===== src/mctt_pkg.sv =====
// Package for the multiplexed countdown timer table.
// Field widths, status and function codes, and the shared unit's result type.
// No dependencies.
package mctt_pkg;

  localparam int TIMER_SLOTS_DEF = 16;
  localparam int DATA_W          = 32;
  localparam int SLOT_W          = 4;
  localparam int STATUS_W        = 2;

  localparam logic FUNC_SET    = 1'b0;
  localparam logic FUNC_EXPIRE = 1'b1;

  localparam logic [STATUS_W-1:0] ST_SET_OK     = 2'd0;
  localparam logic [STATUS_W-1:0] ST_TABLE_FULL = 2'd1;
  localparam logic [STATUS_W-1:0] ST_EXPIRED    = 2'd2;
  localparam logic [STATUS_W-1:0] ST_NO_TIMER   = 2'd3;

  typedef struct packed {
    logic [DATA_W-1:0] diff;   // saturating a - b
    logic              better; // diff beats the running minimum
  } alu_res_t;

endpackage


===== src/mctt_if.sv =====
// Channel interfaces for the timer table: set/expire items in, results out.
// Depends on mctt_pkg.
interface mctt_in_if;
  import mctt_pkg::*;
  logic              valid;
  logic              ready;
  logic              func;
  logic [DATA_W-1:0] duration;
  logic [DATA_W-1:0] unslept;

  modport source (output valid, output func, output duration, output unslept, input ready);
  modport sink   (input valid, input func, input duration, input unslept, output ready);
endinterface

interface mctt_out_if;
  import mctt_pkg::*;
  logic                valid;
  logic                ready;
  logic [STATUS_W-1:0] status;
  logic [SLOT_W-1:0]   slot;
  logic                delay_valid;
  logic [DATA_W-1:0]   next_delay;

  modport source (output valid, output status, output slot, output delay_valid,
                  output next_delay, input ready);
  modport sink   (input valid, input status, input slot, input delay_valid,
                  input next_delay, output ready);
endinterface


===== src/mctt_ram.sv =====
// Generic simple dual-port RAM: one write port, one read port, registered read.
// No dependencies.
module mctt_ram #(
  parameter int WIDTH = 32,
  parameter int DEPTH = 16,
  parameter int AW    = (DEPTH > 1) ? $clog2(DEPTH) : 1
) (
  input  logic             clk,
  input  logic             we,
  input  logic [AW-1:0]    waddr,
  input  logic [WIDTH-1:0] wdata,
  input  logic [AW-1:0]    raddr,
  output logic [WIDTH-1:0] rdata
);
  logic [WIDTH-1:0] mem [DEPTH];
  logic [WIDTH-1:0] rdata_r;

  always_ff @(posedge clk) begin
    if (we) begin
      mem[waddr] <= wdata;
    end
    rdata_r <= mem[raddr];
  end

  assign rdata = rdata_r;
endmodule


===== src/mctt_alu.sv =====
// Shared arithmetic unit: saturating subtract and compare against the running minimum.
// Depends on mctt_pkg.
module mctt_alu (
  input  logic [mctt_pkg::DATA_W-1:0] a,
  input  logic [mctt_pkg::DATA_W-1:0] b,
  input  logic [mctt_pkg::DATA_W-1:0] min_val,
  input  logic                        min_valid,
  output mctt_pkg::alu_res_t          res
);
  import mctt_pkg::*;

  logic [DATA_W-1:0] diff;

  always_comb begin
    diff       = (a > b) ? (a - b) : '0;
    res.diff   = diff;
    res.better = !min_valid || (diff < min_val);
  end
endmodule


===== src/multiplexed_countdown_timer_table_top.sv =====
// Top level of the multiplexed countdown timer table: sequencer, live bits, RAM, shared unit.
// Depends on mctt_pkg, mctt_if, mctt_ram and mctt_alu.
//
// A table of TIMER_SLOTS countdown timers shares one alarm. A set item places a timer in
// the lowest free slot after taking the elapsed time off every live timer; an expire item
// frees the earliest timer and takes its time off the others. Each result returns a status;
// a set or expire that is carried out also returns the slot and, when a timer is left, the
// next alarm delay. Remaining times live in a RAM with a registered read, and one
// subtract-and-compare unit walks the slots one per cycle; a full table or an expire with
// no timer running is answered from the idle state without a sweep. The input is not ready
// until the result has been taken.
module multiplexed_countdown_timer_table_top #(
  parameter int TIMER_SLOTS = mctt_pkg::TIMER_SLOTS_DEF
) (
  input  logic              clk,
  input  logic              rst_n,
  mctt_in_if.sink           in_ch,
  mctt_out_if.source        out_ch
);
  import mctt_pkg::*;

  localparam int IDX_W = (TIMER_SLOTS > 1) ? $clog2(TIMER_SLOTS) : 1;
  localparam int CNT_W = $clog2(TIMER_SLOTS + 1);

  localparam logic [1:0] S_IDLE  = 2'd0;
  localparam logic [1:0] S_AMT   = 2'd1;
  localparam logic [1:0] S_SWEEP = 2'd2;
  localparam logic [1:0] S_DONE  = 2'd3;

  logic [1:0]             state_r, state_nxt;
  logic [TIMER_SLOTS-1:0] live_r, live_nxt;
  logic [IDX_W-1:0]       earliest_r, earliest_nxt;
  logic                   earliest_v_r, earliest_v_nxt;
  logic                   func_r, func_nxt;
  logic [DATA_W-1:0]      dur_r, dur_nxt;
  logic [DATA_W-1:0]      unslept_r, unslept_nxt;
  logic [IDX_W-1:0]       target_r, target_nxt;
  logic [DATA_W-1:0]      amount_r, amount_nxt;
  logic [CNT_W-1:0]       cnt_r, cnt_nxt;
  logic                   pend_r, pend_nxt;
  logic [IDX_W-1:0]       pend_idx_r, pend_idx_nxt;
  logic [DATA_W-1:0]      min_r, min_nxt;
  logic [IDX_W-1:0]       min_slot_r, min_slot_nxt;
  logic                   min_v_r, min_v_nxt;
  logic                   out_valid_r, out_valid_nxt;
  logic [STATUS_W-1:0]    out_status_r, out_status_nxt;
  logic [SLOT_W-1:0]      out_slot_r, out_slot_nxt;
  logic                   out_dv_r, out_dv_nxt;
  logic [DATA_W-1:0]      out_delay_r, out_delay_nxt;

  logic [IDX_W-1:0]       free_idx;
  logic                   full;
  logic                   in_acc;
  logic                   is_target;
  logic                   cand;

  logic                   ram_we;
  logic [IDX_W-1:0]       ram_raddr;
  logic [DATA_W-1:0]      ram_rdata;

  logic [DATA_W-1:0]      alu_a, alu_b;
  alu_res_t               alu_res;

  mctt_ram #(
    .WIDTH (DATA_W),
    .DEPTH (TIMER_SLOTS),
    .AW    (IDX_W)
  ) u_ram (
    .clk   (clk),
    .we    (ram_we),
    .waddr (pend_idx_r),
    .wdata (alu_res.diff),
    .raddr (ram_raddr),
    .rdata (ram_rdata)
  );

  mctt_alu u_alu (
    .a         (alu_a),
    .b         (alu_b),
    .min_val   (min_r),
    .min_valid (min_v_r),
    .res       (alu_res)
  );

  // lowest free slot
  always_comb begin
    free_idx = '0;
    for (int i = TIMER_SLOTS - 1; i >= 0; i--) begin
      if (!live_r[i]) begin
        free_idx = IDX_W'(i);
      end
    end
    full = &live_r;
  end

  assign in_ch.ready      = (state_r == S_IDLE);
  assign in_acc           = in_ch.valid && (state_r == S_IDLE);
  assign out_ch.valid       = out_valid_r;
  assign out_ch.status      = out_status_r;
  assign out_ch.slot        = out_slot_r;
  assign out_ch.delay_valid = out_dv_r;
  assign out_ch.next_delay  = out_delay_r;

  assign is_target = (pend_idx_r == target_r);

  always_comb begin
    ram_raddr = (state_r == S_SWEEP) ? cnt_r[IDX_W-1:0] : earliest_r;

    // the new timer enters with its full duration; others lose the elapsed amount
    alu_a = ram_rdata;
    alu_b = amount_r;
    if (state_r == S_AMT) begin
      alu_b = (func_r == FUNC_SET) ? unslept_r : '0;
    end else if (func_r == FUNC_SET && is_target) begin
      alu_a = dur_r;
      alu_b = '0;
    end

    if (func_r == FUNC_SET) begin
      cand = is_target || live_r[pend_idx_r];
    end else begin
      cand = !is_target && live_r[pend_idx_r];
    end
    ram_we = (state_r == S_SWEEP) && pend_r && cand;
  end

  always_comb begin
    state_nxt      = state_r;
    live_nxt       = live_r;
    earliest_nxt   = earliest_r;
    earliest_v_nxt = earliest_v_r;
    func_nxt       = func_r;
    dur_nxt        = dur_r;
    unslept_nxt    = unslept_r;
    target_nxt     = target_r;
    amount_nxt     = amount_r;
    cnt_nxt        = cnt_r;
    pend_nxt       = pend_r;
    pend_idx_nxt   = pend_idx_r;
    min_nxt        = min_r;
    min_slot_nxt   = min_slot_r;
    min_v_nxt      = min_v_r;
    out_valid_nxt  = out_valid_r;
    out_status_nxt = out_status_r;
    out_slot_nxt   = out_slot_r;
    out_dv_nxt     = out_dv_r;
    out_delay_nxt  = out_delay_r;

    case (state_r)
      S_IDLE: begin
        if (in_acc) begin
          func_nxt    = in_ch.func;
          dur_nxt     = in_ch.duration;
          unslept_nxt = in_ch.unslept;
          amount_nxt  = '0;
          cnt_nxt     = '0;
          pend_nxt    = 1'b0;
          min_v_nxt   = 1'b0;
          if (in_ch.func == FUNC_SET) begin
            target_nxt = free_idx;
            if (full) begin
              out_valid_nxt  = 1'b1;
              out_status_nxt = ST_TABLE_FULL;
              out_slot_nxt   = '0;
              out_dv_nxt     = 1'b0;
              out_delay_nxt  = '0;
              state_nxt      = S_DONE;
            end else if (earliest_v_r) begin
              state_nxt = S_AMT;
            end else begin
              state_nxt = S_SWEEP;
            end
          end else begin
            target_nxt = earliest_r;
            if (!earliest_v_r) begin
              out_valid_nxt  = 1'b1;
              out_status_nxt = ST_NO_TIMER;
              out_slot_nxt   = '0;
              out_dv_nxt     = 1'b0;
              out_delay_nxt  = '0;
              state_nxt      = S_DONE;
            end else begin
              state_nxt = S_AMT;
            end
          end
        end
      end

      S_AMT: begin
        // elapsed time on set, earliest remaining time on expire
        amount_nxt = alu_res.diff;
        state_nxt  = S_SWEEP;
      end

      S_SWEEP: begin
        if (cnt_r < CNT_W'(TIMER_SLOTS)) begin
          pend_nxt     = 1'b1;
          pend_idx_nxt = cnt_r[IDX_W-1:0];
          cnt_nxt      = cnt_r + 1'b1;
        end else begin
          pend_nxt = 1'b0;
        end
        if (pend_r && cand && alu_res.better) begin
          min_nxt      = alu_res.diff;
          min_slot_nxt = pend_idx_r;
          min_v_nxt    = 1'b1;
        end
        if (pend_r && pend_idx_r == IDX_W'(TIMER_SLOTS - 1)) begin
          live_nxt[target_r] = (func_r == FUNC_SET);
          earliest_nxt       = min_v_nxt ? min_slot_nxt : '0;
          earliest_v_nxt     = min_v_nxt;
          out_valid_nxt      = 1'b1;
          out_status_nxt     = (func_r == FUNC_SET) ? ST_SET_OK : ST_EXPIRED;
          out_slot_nxt       = SLOT_W'(target_r);
          out_dv_nxt         = min_v_nxt;
          out_delay_nxt      = min_v_nxt ? min_nxt : '0;
          pend_nxt           = 1'b0;
          state_nxt          = S_DONE;
        end
      end

      S_DONE: begin
        // hold the result until taken
        if (out_ch.ready) begin
          out_valid_nxt = 1'b0;
          state_nxt     = S_IDLE;
        end
      end

      default: begin
        state_nxt = S_IDLE;
      end
    endcase
  end

  always_ff @(posedge clk) begin
    if (!rst_n) begin
      state_r      <= S_IDLE;
      live_r       <= '0;
      earliest_r   <= '0;
      earliest_v_r <= 1'b0;
      pend_r       <= 1'b0;
      cnt_r        <= '0;
      min_v_r      <= 1'b0;
      out_valid_r  <= 1'b0;
    end else begin
      state_r      <= state_nxt;
      live_r       <= live_nxt;
      earliest_r   <= earliest_nxt;
      earliest_v_r <= earliest_v_nxt;
      pend_r       <= pend_nxt;
      cnt_r        <= cnt_nxt;
      min_v_r      <= min_v_nxt;
      out_valid_r  <= out_valid_nxt;
    end
    func_r       <= func_nxt;
    dur_r        <= dur_nxt;
    unslept_r    <= unslept_nxt;
    target_r     <= target_nxt;
    amount_r     <= amount_nxt;
    pend_idx_r   <= pend_idx_nxt;
    min_r        <= min_nxt;
    min_slot_r   <= min_slot_nxt;
    out_status_r <= out_status_nxt;
    out_slot_r   <= out_slot_nxt;
    out_dv_r     <= out_dv_nxt;
    out_delay_r  <= out_delay_nxt;
  end
endmodule


===== src/flat_wrapper.sv =====
// flat-port wrapper written by rule: the top's interface ports become plain ports
module multiplexed_countdown_timer_table_top_flat import mctt_pkg::*;
#(
  parameter int TIMER_SLOTS = mctt_pkg::TIMER_SLOTS_DEF
)
  (clk, rst_n, in_ch_valid, in_ch_func, in_ch_duration, in_ch_unslept, in_ch_ready, out_ch_valid, out_ch_status, out_ch_slot, out_ch_delay_valid, out_ch_next_delay, out_ch_ready);
  mctt_in_if in_ch_i ();
  mctt_out_if out_ch_i ();
  input  logic clk;
  input  logic rst_n;
  input wire logic [$bits(in_ch_i.valid)-1:0] in_ch_valid;
  input wire logic [$bits(in_ch_i.func)-1:0] in_ch_func;
  input wire logic [$bits(in_ch_i.duration)-1:0] in_ch_duration;
  input wire logic [$bits(in_ch_i.unslept)-1:0] in_ch_unslept;
  output wire logic [$bits(in_ch_i.ready)-1:0] in_ch_ready;
  output wire logic [$bits(out_ch_i.valid)-1:0] out_ch_valid;
  output wire logic [$bits(out_ch_i.status)-1:0] out_ch_status;
  output wire logic [$bits(out_ch_i.slot)-1:0] out_ch_slot;
  output wire logic [$bits(out_ch_i.delay_valid)-1:0] out_ch_delay_valid;
  output wire logic [$bits(out_ch_i.next_delay)-1:0] out_ch_next_delay;
  input wire logic [$bits(out_ch_i.ready)-1:0] out_ch_ready;
  assign in_ch_i.valid = in_ch_valid;
  assign in_ch_i.func = in_ch_func;
  assign in_ch_i.duration = in_ch_duration;
  assign in_ch_i.unslept = in_ch_unslept;
  assign in_ch_ready = in_ch_i.ready;
  assign out_ch_valid = out_ch_i.valid;
  assign out_ch_status = out_ch_i.status;
  assign out_ch_slot = out_ch_i.slot;
  assign out_ch_delay_valid = out_ch_i.delay_valid;
  assign out_ch_next_delay = out_ch_i.next_delay;
  assign out_ch_i.ready = out_ch_ready;
  multiplexed_countdown_timer_table_top #(.TIMER_SLOTS(TIMER_SLOTS)) u_core (.clk(clk), .rst_n(rst_n), .in_ch(in_ch_i), .out_ch(out_ch_i));
endmodule

===== config.mk =====
export PLATFORM = sky130hd
export DESIGN_NAME = multiplexed_countdown_timer_table_top_flat
export DESIGN_NICKNAME = d
export VERILOG_FILES = /design/src/mctt_pkg.sv /design/src/mctt_if.sv /design/src/mctt_ram.sv /design/src/mctt_alu.sv /design/src/multiplexed_countdown_timer_table_top.sv /design/src/flat_wrapper.sv
export SDC_FILE = /design/constraint.sdc
export NUM_CORES = 1
export LEC_CHECK = 0
export BUFFER_PORTS_ARGS = -buffer_cell sky130_fd_sc_hd__buf_2
export CAP_MARGIN = 20
export CORE_ASPECT_RATIO = 0.8
export CORE_MARGIN = 2
export CORE_UTILIZATION = 50
export CTS_CLUSTER_SIZE = 8
export DETAILED_ROUTE_END_ITERATION = 8
export PLACE_DENSITY = 0.72
export RECOVER_POWER = 100
export SLEW_MARGIN = 0
export SYNTH_ARGS = -nofsm -noshare
export SYNTH_HDL_FRONTEND = slang
export SYNTH_SLANG_ARGS = --single-unit

===== constraint.sdc =====
create_clock -name clk -period 15.7 [get_ports clk]
set_input_delay 0.785 -clock clk [delete_from_list [all_inputs] [get_ports clk]]
set_output_delay 0.785 -clock clk [all_outputs]
set_load 0.01 [all_outputs]

==> qor.yml, run 1 <==
final_common_cell: "edfxtp_1"
synthArstFlopShare_pct: 0
max_freq_mhz: 84.3
power_density_nw_per_um2: 202
ys_ff_latch: 755
finalHoldViolCount: 0
path_clk_slew_ns: 0.05
syn_nets: 2156
synth_edf_count: 692
layout_common_cells: "edfxtp_1 (692), clkbuf_1 (160), nand2_1 (136)"
yosysWarnings: 0
grt_max_degree: 69
start_util_pct: 50.3
slowest_stage: "clkbuf_1"
cts_setup_buffers: 0
initialDrtViolationCount: 2449
final.setup.tns_ns: 0
cts.repair.resized: 0
crit_chain: "inv_1, ha_1, clkbuf_1, clkinv_1, nor2_1, clkbuf_1, a22oi_1, ha_1, nand4_1, o311ai_0, o21a_1, o21a_1, clkbuf_1, and2_1, ha_1, a21oi_1, o21ai_0, a211oi_1, o21ai_0, or2_2, o21ai_4, buf_12, nor2_4, mux2_4"
core_area_um2: 63900
syn_area_um2: 32100
drc: 0
grt_pass1_wl_um: 124000
cp_top_family: "buffers and inverters"
tightest_slew_ns: 3.93
routed.top_layer: "met5"
cp-start-kind: "flop"
syn_avg_cell_area_um2: 15.9
synthCells: 2017
clock_path_buffers: 3
rows: 83
cpPeakStageDelay_ns: 1.34
grtUsageTotal_pct: 25.5
finClkSkew_ns: 0.0291
dr.pass1.iters: 5
clockRootBuffer: "clkbuf_16"
worstPathMaxFanout: 49
p_leak_nw: 12.7
finalMaxSlewViolations: 855
maxCapViolations: 24
wire_per_inst_um: 27.1
overflow: 0
peakVddDrop_mv: 0.138
avgViaCountPerCell: 6.25
antenna_cells: 0
antenna_found_initial: 4
outcome: "finished with violations"
endpoint_kind: "flop"
grt_pass1_vias: 19200
synth_seq_area_share_pct: 68.7
cp.arrival_ns: 12.27
p_total_mw: 7.40
wl_met3_um: 8440
cts_tree: "built"
finalCritPeriodShare_pct: 75.6
max-slew-margin-rel_pct: -162
finalWirelength_um: 84300
yosys-top-cells-area: "edfxtp_1 (65%), mux4_2 (9.3%), dfxtp_1 (3.9%)"
ys_types: 78
die_h_um: 231
cts-buffers-inserted: 104
hp-class: "primary input to flop"
synth_top_area_cell: "edfxtp_1"
hpwlAfterDp_um: 50200
insertion_delay_ns: 0.67
cts_htree_levels: 3
drtAntennaViolNets: 0
die_x_um: 287
drive_gt1_share_pct: 17.7
violations: "capacitance limit, slew limit"
finalNetCount: 2318
yosysTopAreaCellShare_pct: 64.7
port_buffers: 109
setup_viol: 0
wl_met1_um: 35300
crit_type: "flop to flop"
rsz0062_at_grt: "false"
syn_to_final_growth_pct: 14.1
required_ns: 16.10
die_area_um2: 66300
vias: 19400
cts_hold_buffers: 0
pin_count: 110
synth_flop_cell: "edfxtp_1"
cts.sinks: 755
dr_wl_met2_um: 38200
crit_buf_inv: 6
place_congestion: 0.959
min_period_ns: 11.87
-- per-layer routing --
layer	global-route usage (%)	up-vias
li1	-	8326
met1	38.0	9880
met2	38.0	1065
met3	5.60	155
met4	7.31	4
met5	0	-
-- power by group --
group          internal, mW  switching (mW)
clock network          1.25           0.834
registers              2.95           0.102
logic                 0.582            1.68
total                  4.78            2.61
-- cell type report --
class / count / area (µm²)
fill: 4859 / 27200
sequential: 755 / 22000
multi-input combinational: 1095 / 9510
clock buffer: 181 / 2910
tap: 850 / 1060
timing repair buffer: 160 / 748
inverter: 63 / 236
clock inverter: 7 / 129
-- through the flow --
stage	std cells	util [%]	cell area (µm²)	setup slack, ns	hold slack [ns]
3_3_place_gp	2918	53.0	33800	7.28	0.486
2_1_floorplan	2017	-	32100	8.38	0.465
3_5_place_dp	2919	53.0	33800	6.92	0.496
4_1_cts	3107	57.8	36900	6.88	0.277
6_report	3111	57.4	36600	3.83	0.301
5_1_grt	3111	57.4	36600	3.38	0.277
-- synth_stat cells (all sizes together) (10+ instances only) --
master	n
xor2	16
nor2	71
nor3	26
o21ai	71
a22oi	34
nor2b	11
mux4	132
and2	62
a31oi	36
nand2b	10
o21a	13
a21o	16
mux2i	15
edfxtp	692
a21oi	96
xnor2	14
nand3	19
buf	30
a311oi	11
dfxtp	63
a211oi	43
clkbuf	74
inv	61
nand4	22
ha	69
and3	22
mux2	37
nand2	138
or3	24
-- final timing paths --
check | startpoint | end | slack, ns | depth (start not counted)
hold reg to reg | u_core.state_r[1]$_SDFFE_PN0P_ | u_core.state_r[1]$_SDFFE_PN0P_ | 0.50 | 2
setup reg to reg | u_core.state_r[1]$_SDFFE_PN0P_ | u_core.min_r[31]$_DFFE_PP_ | 3.83 | 24
setup / recovery | u_core.state_r[1]$_SDFFE_PN0P_ | u_core.min_r[31]$_DFFE_PP_ | 3.83 | 24
hold / removal | in_ch_duration[30] | u_core.dur_r[30]$_DFFE_PP_ | 0.30 | 1
-- registers in the layout (all words and copies together), names as in the netlist, 2 cells and up --
signal / cells
u_core.state_r: 2
u_core.out_ch.status: 2
u_core.pend_idx_r: 4
u_core.out_ch.slot: 4
u_core.min_slot_r: 4
u_core.u_ram.rdata: 32
u_core.out_ch.next_delay: 32
u_core.target_r: 4
u_core.amount_r: 32
u_core.dur_r: 32
u_core.unslept_r: 32
u_core.earliest_r: 4
u_core.live_r: 16
u_core.cnt_r: 5
u_core.u_ram.mem: 512
u_core.min_r: 32
-- cells by family (layout without fill, tap and decap cells) --
| kind of cell | Yosys count | after routing | share of synthesized area [%] |
|---|---|---|---|
| muxes | 184 | 184 | 11.1 |
| AOI/OAI and AO/OA | 384 | 384 | 7.92 |
| adders and majority gates | 70 | 70 | 2.75 |
| xor gates and xnor gates | 30 | 30 | 0.818 |
| buffers and inverters | 167 | 411 | 2.12 |
| DFF | 755 | 755 | 68.7 |
| and+or+nand+nor | 427 | 427 | 6.66 |
Note: power is estimated with default switching activity, not from simulation.
==> inputs of run 2 (changes only) <==
ABC_AREA = 1   (was not set)
PLACE_DENSITY = 0.75   (was 0.72)
clock period = 9.53 ns   (was 15.7 ns; I/O delays follow)
==> run 2 against run 1 <==
  * Highest routed layer is now met4
  * Sequential share of layout area down 2.0 points
  * Sequential power up 63%
  * Critical endpoint is now u_core.out_ch.next_delay[28]$_SDFFCE_PN0P_
  * Non-clock buffer count up 53
  * Critical path depth up 8
  * The run still ends with capacitance limit, slew limit left
  * Cell count up 32%
  * Area after synthesis up 2.9%
==> qor.yml, run 2 <==
outcome: "finished with violations"
violations: "capacitance limit, slew limit"
synth_top_family_by_area: "compound AO/OA/AOI/OAI gates"
initialDrtViolationCount: 2649  # +8.2%
die_x_um: 291  # +1.4%
setup_viol: 0  # unchanged
reg2regPathDepth: 32  # +33%
cts_htree_levels: 3  # unchanged
synth_top_area_cell: "edfxtp_1"
rows: 84  # +1.2%
wire_per_inst_um: 21.1  # -22%
pin_count: 110  # unchanged
synth_edf_count: 692  # unchanged
syn_nets: 3139  # +46%
cpPeakStageDelay_ns: 0.74  # -0.60 ns
die_area_um2: 68200  # +2.9%
required_ns: 9.88  # -6.22 ns
cts.repair.resized: 0  # unchanged
finalNetCount: 3315  # +43%
grt_pass1_vias: 21900  # +14%
crit_type: "flop to flop"
tightest_slew_ns: 3.96  # +0.0277 ns
syn_area_um2: 33000  # +2.9%
clockRootBuffer: "clkbuf_16"
endpoint_kind: "flop"
finalMaxSlewViolations: 804  # -6.0%
final_common_cell: "edfxtp_1"
cts-buffers-inserted: 104  # unchanged
worst-r2r-setup-slack_ns: 1.16  # -2.67 ns
cts_setup_buffers: 0  # unchanged
synth_seq_area_share_pct: 66.7  # -1.9 points
finalCritPeriodShare_pct: 87.8  # +12 points
timing.rr.start: "u_core.pend_idx_r[2]$_DFFE_PP_"
layout_common_cells: "edfxtp_1 (692), nand2_1 (497), inv_1 (460)"
start_util_pct: 50.4  # +0.11 points
synthSimpleGateAreaFrac_pct: 11.5  # +4.8 points
yosys-top-cells-count: "edfxtp_1 (692), nand2_1 (490), inv_1 (461)"
min_period_ns: 8.37  # -3.50 ns
placedCellCount: 3874  # +33%
finalWirelength_um: 86700  # +2.8%
port_buffers: 109  # unchanged
reg2reg_to: "u_core.out_ch.next_delay[28]$_SDFFCE_PN0P_"
yosysTopAreaCellShare_pct: 62.9  # -1.8 points
yosys.cell_count.top_type: "edfxtp_1"
final_cells: 4112  # +32%
overflow: 0  # unchanged
gr-usage-met3_pct: 5.30  # -0.30 points
dr.pass1.iters: 5  # unchanged
cp.arrival_ns: 8.72  # -3.55 ns
syn_avg_cell_area_um2: 11.0  # -31%
finClkSkew_ns: 0.0221  # -0.00694 ns
core_area_um2: 65600  # +2.7%
largest_register_ffs: 512  # unchanged
ys_ff_latch: 755  # unchanged
power_density_nw_per_um2: 317  # +57%
grtUsageTotal_pct: 25.3  # -0.25 points
cts_hold_buffers: 54  # +54
clock_path_buffers: 3  # unchanged
synthArstFlopShare_pct: 0  # unchanged
drc: 0  # unchanged
synth_flop_cell: "edfxtp_1"
place_congestion: 0.936  # -2.4%
yosys-top-cells-area: "edfxtp_1 (63%), nand2_1 (5.6%), inv_1 (5.2%)"
cts_tree: "built"
grt_pass1_wl_um: 130000  # +5.5%
grtUsageMet2_pct: 38.2  # +0.16 points
maxCapViolations: 21  # -13%
grt-busiest-layer: "met2"
synth_mux_area_share_pct: 0.0303  # -11 points
endpoint: "u_core.out_ch.next_delay[28]$_SDFFCE_PN0P_"
rsz0062_at_grt: "false"
path_common_cell: "nand2_1"
synth_compound_area_share_pct: 11.7  # +3.7 points
worstSetupStartpoint: "u_core.pend_idx_r[2]$_DFFE_PP_"
cts.sinks: 755  # unchanged
die_h_um: 234  # +1.4%
drtAntennaViolNets: 0  # unchanged
regMostFlops: "u_core.u_ram.mem"
syn_to_final_growth_pct: 14.8
use_met1_pct: 36.9  # -1.0 points
hpwlAfterDp_um: 50000  # -0.30%
path_clk_slew_ns: 0.05  # about the same
avgViaCountPerCell: 5.67  # -9.3%
p_total_mw: 12.0  # +62%
vias: 23300  # +20%
slowest_stage: "clkbuf_1"
grt_max_degree: 249  # +260%
yosysWarnings: 0  # unchanged
peakVddDrop_mv: 0.227  # +65%
antenna_cells: 0  # unchanged
worstPathMaxFanout: 61  # +24%
cp-start-kind: "flop"
antenna_found_initial: 3  # -1
p_leak_nw: 14.8  # +17%
drive_gt1_share_pct: 7.20  # -10 points
yosys.area_share.xor_xnor_pct: 0.398  # -0.42 points
final.setup.tns_ns: 0  # unchanged
fillers: 5357  # +10%
hp-class: "primary input to flop"
ys_types: 52  # -33%
max-slew-margin-rel_pct: -164  # -1.8 points
synth_fa_ha_area_share_pct: 2.67  # -0.078 points
max_freq_mhz: 120  # +42%
synthCells: 3000  # +49%
insertion_delay_ns: 0.65  # -0.02 ns
finalHoldViolCount: 0  # unchanged
==> run 2: where the power goes <==
group | leakage (nW) | internal [mW] | switching (mW)
Combinational | 6.50 | 0.865 | 2.73
Sequential | 6.90 | 4.85 | 0.134
Clock | 1.44 | 2.08 | 1.35
Total | 14.8 | 7.80 | 4.21
==> run 2: per-layer routing <==
layer / up-vias / wire [µm] / share of wire [%]
met4: 0 / 2000 / 2.3
met3: 153 / 9160 / 11
met1: 11200 / 36600 / 42
li1: 10800 / - / -
met2: 1211 / 39000 / 45
met5: - / 0 / 0
==> run 2: kinds of logic after synthesis <==
group	Yosys count
adder cells (fa/ha/maj)	70
buffers and inverters	609
XOR/XNOR	15
flip-flops	755
multiplexers	1
AND/OR/NAND/NOR	897
AO/OA/AOI/OAI	653
==> run 2: worst max-delay path, delay by kind of cell (launching register included) <==
kind / cells / cell delay, ns
compound gates: 4 / 1.47
xor+xnor: 1 / 0.20
fa+ha+maj: 2 / 0.75
buf+inv: 5 / 2.20
flops: 1 / 0.48
simple gates: 20 / 2.91
==> run 2: final cells by class <==
type | count | area (µm²) | area share [%]
flip-flops and latches | 755 | 22000 | 58.1
clock inverters | 6 | 108 | 0.284
repair buffers | 213 | 1280 | 3.38
multi-input cells | 1636 | 8750 | 23.1
clock buffers | 176 | 2920 | 7.69
well taps | 860 | 1080 | 2.84
inverters | 466 | 1760 | 4.63
==> run 2: per-stage QoR <==
stage / worst slack, ns / util, % / hold WS, ns / area [µm²]
5_1_grt: 0.425 / 57.8 / 0.00515 / 37900
3_5_place_dp: 1.65 / 52.8 / 0.459 / 34600
2_1_floorplan: 2.73 / - / 0.437 / 33000
4_1_cts: 1.61 / 58.2 / 0.000520 / 38200
3_3_place_gp: 1.68 / 52.8 / 0.452 / 34600
6_report: 1.16 / 57.8 / 0.0220 / 37900
==> run 2: worst min path at each step <==
stage | to | startpoint | cells past startpoint | slack (ns)
3_5_place_dp | u_core.earliest_r[1]$_SDFFE_PN0P_ | u_core.earliest_r[1]$_SDFFE_PN0P_ | 2 | 0.46
3_3_place_gp | u_core.out_ch.valid$_SDFFE_PN0P_ | u_core.out_ch.valid$_SDFFE_PN0P_ | 2 | 0.45
2_1_floorplan | u_core.pend_idx_r[0]$_DFFE_PP_ | u_core.cnt_r[0]$_SDFFE_PN0P_ | 0 | 0.44
5_1_grt | u_core.unslept_r[4]$_DFFE_PP_ | in_ch_unslept[4] | 1 | 0.005
6_report | u_core.dur_r[23]$_DFFE_PP_ | in_ch_duration[23] | 1 | 0.02
4_1_cts | u_core.unslept_r[4]$_DFFE_PP_ | in_ch_unslept[4] | 1 | 0.0005
